<file path="config.mk">
export PLATFORM = sky130hd
export DESIGN_NAME = v3n_div_cell
export DESIGN_NICKNAME = d
export VERILOG_FILES = /design/src/sv/v3n_pkg.sv /design/src/sv/v3n_div_cell.sv
export SDC_FILE = /design/constraint.sdc
export NUM_CORES = 1
export LEC_CHECK = 0
export BUFFER_PORTS_ARGS = -buffer_cell sky130_fd_sc_hd__buf_2
export CAP_MARGIN = 20
export CORE_AREA = 2 2 216 218
export CTS_BUF_LIST = sky130_fd_sc_hd__clkbuf_8
export DETAILED_ROUTE_END_ITERATION = 6
export DIE_AREA = 0 0 218 220
export GPL_TIMING_DRIVEN = 0
export HOLD_SLACK_MARGIN = 0.15
export PLACE_DENSITY = 0.51
export REMOVE_ABC_BUFFERS = 1
export SKIP_CTS_REPAIR_TIMING = 1
export SLEW_MARGIN = 20
export SYNTH_ARGS = -nofsm -noshare
export SYNTH_HDL_FRONTEND = slang
export SYNTH_SLANG_ARGS = --single-unit
export TNS_END_PERCENT = 20
</file>
<file path="constraint.sdc">
create_clock -name clock -period 17.4 [get_ports clock]
set_input_delay 2.61 -clock clock [delete_from_list [all_inputs] [get_ports clock]]
set_output_delay 2.61 -clock clock [all_outputs]
set_load 0.005 [all_outputs]
</file>
<file path="src/sv/v3n_pkg.sv">
// Shared constants and types for the vector normalize unit.
package v3n_pkg;

   localparam int COMP_WIDTH = 24;
   localparam int FRAC_BITS  = 16;
   localparam int UNIT_WIDTH = FRAC_BITS + 2;
   localparam int MAG_WIDTH  = COMP_WIDTH;
   localparam int SQ_WIDTH   = 2 * MAG_WIDTH;
   localparam int SUM_WIDTH  = SQ_WIDTH + 2;
   localparam int ROOT_WIDTH = SUM_WIDTH / 2;
   localparam int REM_WIDTH  = ROOT_WIDTH + 2;
   localparam int NUM_WIDTH  = MAG_WIDTH + FRAC_BITS;
   localparam int QUO_WIDTH  = FRAC_BITS + 1;
   localparam int DREM_WIDTH = COMP_WIDTH + 1;

   typedef logic [COMP_WIDTH-1:0] comp_type;
   typedef logic [MAG_WIDTH-1:0]  mag_type;
   typedef logic [SUM_WIDTH-1:0]  sum_type;
   typedef logic [ROOT_WIDTH-1:0] root_type;
   typedef logic [REM_WIDTH-1:0]  rem_type;
   typedef logic [NUM_WIDTH-1:0]  num_type;
   typedef logic [QUO_WIDTH-1:0]  quo_type;
   typedef logic [DREM_WIDTH-1:0] drem_type;

   // Data handed from one square-root cell to the next.
   typedef struct packed {
      logic     valid;
      sum_type  radicand;
      root_type root;
      rem_type  rem;
      mag_type  mag_x;
      mag_type  mag_y;
      mag_type  mag_z;
      logic     neg_x;
      logic     neg_y;
      logic     neg_z;
   } sqrt_token_type;

   // Data handed from one divider cell to the next.
   typedef struct packed {
      logic     valid;
      root_type divisor;
      num_type  num_x;
      num_type  num_y;
      num_type  num_z;
      drem_type rem_x;
      drem_type rem_y;
      drem_type rem_z;
      quo_type  quo_x;
      quo_type  quo_y;
      quo_type  quo_z;
      logic     neg_x;
      logic     neg_y;
      logic     neg_z;
   } div_token_type;

endpackage

</file>
<file path="src/sv/v3n_div_cell.sv">
// One restoring divider cell: resolves one quotient bit of each component.
module v3n_div_cell import v3n_pkg::*; (
   input  logic          clock,
   input  logic          reset,
   input  logic          advance,
   input  div_token_type tok_in,
   output div_token_type tok_out
);
   div_token_type tok_ff, tok_in_w;

   function automatic void step(input drem_type r, input num_type n, input root_type d,
                                output drem_type r_o, output logic q);
      drem_type sh;
      sh = {r[DREM_WIDTH-2:0], n[NUM_WIDTH-1]};
      if (sh >= drem_type'(d)) begin
         r_o = sh - drem_type'(d);
         q   = 1'b1;
      end else begin
         r_o = sh;
         q   = 1'b0;
      end
   endfunction

   always_comb begin
      logic qx, qy, qz;
      tok_in_w = tok_in;
      step(tok_in.rem_x, tok_in.num_x, tok_in.divisor, tok_in_w.rem_x, qx);
      step(tok_in.rem_y, tok_in.num_y, tok_in.divisor, tok_in_w.rem_y, qy);
      step(tok_in.rem_z, tok_in.num_z, tok_in.divisor, tok_in_w.rem_z, qz);
      tok_in_w.num_x = {tok_in.num_x[NUM_WIDTH-2:0], 1'b0};
      tok_in_w.num_y = {tok_in.num_y[NUM_WIDTH-2:0], 1'b0};
      tok_in_w.num_z = {tok_in.num_z[NUM_WIDTH-2:0], 1'b0};
      tok_in_w.quo_x = {tok_in.quo_x[QUO_WIDTH-2:0], qx};
      tok_in_w.quo_y = {tok_in.quo_y[QUO_WIDTH-2:0], qy};
      tok_in_w.quo_z = {tok_in.quo_z[QUO_WIDTH-2:0], qz};
   end

   always_ff @(posedge clock) begin
      if (reset) begin
         tok_ff.valid <= 1'b0;
      end else if (advance) begin
         tok_ff <= tok_in_w;
      end
   end

   assign tok_out = tok_ff;
endmodule

</file>
Word-level counts from Yosys, hierarchy flattened
Cells that the tools add are included.

$add $sub $neg: 3. Magnitude comparators: 3. Muxes and demuxes: 6. Bitwise operators: 1. Reductions and logical operators: 1.

Operators with widths (count): 25-bit >= comparator (3); 25-bit 2-to-1 mux (3); 25-bit subtractor (3); 1-bit 2-to-1 mux (3); 2-bit AND reduction (1); 1-bit NOT (1).

Bits in registers: 272.

Logic depth before layout (Yosys ltp)
Word-level depth: 2. Gate-level depth with buffers: 13. Mapped depth without buffers: 12.

Least setup slack after synthesis
Ideal clock, no wire load.

Path kind: in2reg. Start point: input reset. End point: register tok_ff (netlist bit tok_out[0]) (enable). Data arrival time: 14590 ps. Data required time: 16455 ps. Setup slack: 1865 ps. Stages on the path: 1. Path buffers: 0. Cell sequence: nor2b_1.

Longest elaborated chain between the ends: 2.

RTL lines: from (decl) (line v3n_div_cell.sv:4) `input logic reset,`; 1-bit NOT (no source line); 2-bit AND reduction (no source line); to (signal assigned) (line v3n_div_cell.sv:42) `tok_ff <= tok_in_w;`; to (decl) (line v3n_div_cell.sv:9) `div_token_type tok_ff, tok_in_w;`.

No other way between the ends. A chain may end at the register's enable or synchronous reset.

==> impl_metrics.env <==
export IMPL_cts_sinks=272
export IMPL_die_h_microns=220
export IMPL_synth_common_cells="271 x edfxtp_1, 77 x a21oi_1, 75 x ha_1, 61 x nand2_1, 57 x o21ai_0"
export IMPL_route_met3_wl_mm=4.930
export IMPL_grt_max_degree=42
export IMPL_viasPerCell=4.683
export IMPL_critPathMaxStageDelay_ns=0.80
export IMPL_drv_cap=0
export IMPL_wl_per_cell_microns=22.94
export IMPL_synth_simple_area_share_pct=7.389
export IMPL_die_area_sq_um=47960
export IMPL_status="finished clean"
export IMPL_slew_headroom_pct=39.39
export IMPL_core_area_sq_um=45860
export IMPL_start_util_pct=27.95
export IMPL_synthToLayoutAreaGrowth_pct=36.63
export IMPL_synth_edf_count=271
export IMPL_rsz0062_at_grt="no"
export IMPL_cts_tree="yes"
export IMPL_p_total_mw=1.753
export IMPL_placement_io_buffers=543
export IMPL_cp_slowest_cell="a31o_2"
export IMPL_syn_inst=953
export IMPL_crit_chain="buf_2 -> inv_1 -> ha_1 -> nor2b_1 -> o211ai_1 -> a31oi_1 -> or3_1 -> a31oi_1 -> o21ai_0 -> a31o_2 -> mux2_2"
export IMPL_setup_viol=0
export IMPL_io_pin_count=553
export IMPL_first_pass_iters=5
export IMPL_wl_met2_mm=25.41
export IMPL_cts_root_buf="clkbuf_8"
export IMPL_yosysMostFrequentCell="edfxtp_1"
export IMPL_startpoint_type="primary input"
export IMPL_grt_pass1_wl_mm=68.69
export IMPL_max_freq_mhz=179.8
export IMPL_syn_area_sq_um=12820
export IMPL_largest_register_ffs=272
export IMPL_fillers=4562
export IMPL_ys_warn_count=0
export IMPL_antenna_found_initial=29
export IMPL_irDropWorstVdd_mv=0.06016
export IMPL_finalClockSkew_ns=0
export IMPL_p_int_mw=1.262
export IMPL_crit_top_cell="a31oi_1"
export IMPL_drv_slew=0
export IMPL_synth_area_mux_share_pct=3.387
export IMPL_overflow=0
export IMPL_synth_top_area_share_pct=63.48
export IMPL_synth_ff_type="edfxtp_1"
export IMPL_route_detailed_drc=0
export IMPL_seq_area_frac_synth_pct=63.64
export IMPL_wl_met1_mm=18.64
export IMPL_cts_path_max_buffers=3
export IMPL_rows=79
export IMPL_htreeDepth=2
export IMPL_min_period_ns=5.563
export IMPL_switching_share_pct=28.04
export IMPL_synth_fa_ha_area_share_pct=7.789
export IMPL_arrival_ns=5.94
export IMPL_first_global_vias=10170
export IMPL_async_flop_share_pct=0
export IMPL_cellPowerDensity_nw_per_um2=100.1
export IMPL_synth_xor_area_share_pct=4.031
export IMPL_power_switching_mw=0.4916
export IMPL_vias=10320
export IMPL_dp_hpwl_mm=41.13
export IMPL_synth_top_area_cell="edfxtp_1"
export IMPL_worstMarginPinSlew_ns=0.9092
export IMPL_clk_pin_slew_ns=0.06
export IMPL_end_kind="flop"
export IMPL_layout_nets=1896
export IMPL_hold_path_class="flop to flop"
export IMPL_track_usage_pct=20.01
export IMPL_seqPwrFrac_pct=45.4
export IMPL_synth_compound_area_share_pct=11.53
export IMPL_hold_ws_ns=0.5271
export IMPL_cts_inserted_buffers=51
export IMPL_clock_latency_ns=0.62
export IMPL_routed_wl_mm=50.53
export IMPL_drive_above_1_share_pct=42.16
export IMPL_p_leak_nw=7.540
export IMPL_synth_cell_types=61
export IMPL_ant_nets=0
export IMPL_p_clk_share_pct=36.4
export IMPL_period_share_pct=31.97
export IMPL_cp_max_fo=41
export IMPL_synth_top_family_by_area="compound AO/OA/AOI/OAI gates"
export IMPL_synth_avg_cell_area_sq_um=13.45
export IMPL_synth_seq_cells=272
export IMPL_crit_type="primary input to flop"
export IMPL_cp_required_ns=17.77
export IMPL_top_layer="met5"
export IMPL_p_comb_share_pct=18.2
export IMPL_place_gp_congestion=0.8952
export IMPL_synth_area_leaders="edfxtp_1 63%, ha_1 7.3%, a21oi_1 3.0%"
export IMPL_hold_violations=0
export IMPL_first_iter_violations=594
export IMPL_fp_dieW_microns=218
-- layout by cell type, fill, tap and decap left out, types with 3 or more instances in the layout --
| cell type | synthesis | final |
|---|---|---|
| nand3b_1 | 3 | 3 |
| o21bai_1 | 5 | 5 |
| buf_16 | 0 | 3 |
| buf_2 | 7 | 543 |
| clkbuf_8 | 0 | 51 |
| nor3_1 | 14 | 14 |
| o211ai_1 | 3 | 3 |
| nor2_1 | 50 | 50 |
| a21o_1 | 25 | 24 |
| o21ai_1 | 3 | 3 |
| o31a_1 | 6 | 6 |
| and3_1 | 8 | 8 |
| fa_1 | 3 | 3 |
| a21oi_1 | 77 | 77 |
| conb_1 | 1 | 3 |
| xor2_1 | 28 | 28 |
| mux2i_1 | 4 | 4 |
| edfxtp_1 | 271 | 271 |
| or3_1 | 4 | 4 |
| nor2b_1 | 12 | 11 |
| clkinv_1 | 0 | 14 |
| nand4_1 | 12 | 12 |
| buf_12 | 0 | 8 |
| o31ai_1 | 4 | 4 |
| ha_1 | 75 | 75 |
| a211oi_1 | 3 | 3 |
| bufinv_16 | 0 | 4 |
| nand2_1 | 61 | 61 |
| inv_1 | 44 | 58 |
| mux2_2 | 34 | 34 |
| a31oi_1 | 14 | 14 |
| xnor2_1 | 31 | 31 |
| nand3_1 | 14 | 14 |
| diode_2 | 0 | 14 |
| o21a_1 | 13 | 13 |
| nand2b_1 | 13 | 13 |
| clkinv_2 | 0 | 8 |
| o21ai_0 | 57 | 57 |
-- worst max-delay path: cells and delay by family --
family | cells | cell delay [ns]
compound gates | 5 | 1.78
mux | 1 | 0.42
fa+ha+maj | 1 | 0.32
buf+inv | 2 | 0.34
simple gates | 2 | 0.42
-- power by group through the flow --
stage | Clock [mW] | Sequential [mW] | Combinational [mW]
detailed placement | 0 | 0.809 | 0.321
floorplan | 0 | 0.829 | 0.160
global route | 0.689 | 0.800 | 0.351
CTS | 0.666 | 0.797 | 0.324
finish | 0.638 | 0.796 | 0.319
global placement | 0 | 0.828 | 0.312
-- metal layers --
| metal | vias to the layer above | track usage, % |
|---|---|---|
| met1 | 4941 | 21.93 |
| met2 | 433 | 35.77 |
| li1 | 4817 | - |
| met5 | - | 0 |
| met4 | 24 | 5.873 |
| met3 | 101 | 7.716 |
-- final timing paths --
| path | from | endpoint | slack, ns | depth (start not counted) |
|---|---|---|---|---|
| setup / recovery | tok_in[250] | tok_out[89]$_DFFE_PP_ | 11.84 | 11 |
| hold / removal | tok_out[274]$_SDFFE_PP0P_ | tok_out[274]$_SDFFE_PP0P_ | 0.53 | 2 |
| setup reg to reg | tok_out[274]$_SDFFE_PP0P_ | tok_out[274]$_SDFFE_PP0P_ | 16.80 | 2 |
| hold reg to reg | tok_out[274]$_SDFFE_PP0P_ | tok_out[274]$_SDFFE_PP0P_ | 0.53 | 2 |
-- kinds of logic after synthesis --
family | after synthesis
other | 1
buffers and inverters | 69
adders and majority gates | 78
AOI/OAI and AO/OA | 235
and+or+nand+nor | 200
xor gates and xnor gates | 59
DFF | 272
muxes | 39
-- per-stage QoR --
step / TNS (ns) / setup slack, ns / instances / instance area, sq um / util [%]
6_report: 0 / 11.84 / 2203 / 17510 / 38.19
5_1_grt: 0 / 11.62 / 2191 / 17480 / 38.12
4_1_cts: 0 / 11.52 / 2189 / 17480 / 38.11
3_5_place_dp: 0 / 10.82 / 2094 / 16460 / 35.89
3_3_place_gp: -1092.12 / -4.063 / 2081 / 16190 / 35.30
2_1_floorplan: 0 / 1.865 / 931 / 12710 / -
-- layout make-up --
class                           count  area, sq um  share of cell area, %
Multi-Input combinational cell    614         4394                  25.09
Antenna cell                       14        35.03                 0.2000
Sequential cell                   272         8158                  46.58
Clock buffer                       51        701.9                  4.008
Clock inverter                     44        314.1                  1.793
Timing Repair Buffer              556         2983                  17.03
Inverter                           45        168.9                 0.9644
Tap cell                          607        759.5                  4.336
No activity file was read; power rests on OpenSTA's default activity.
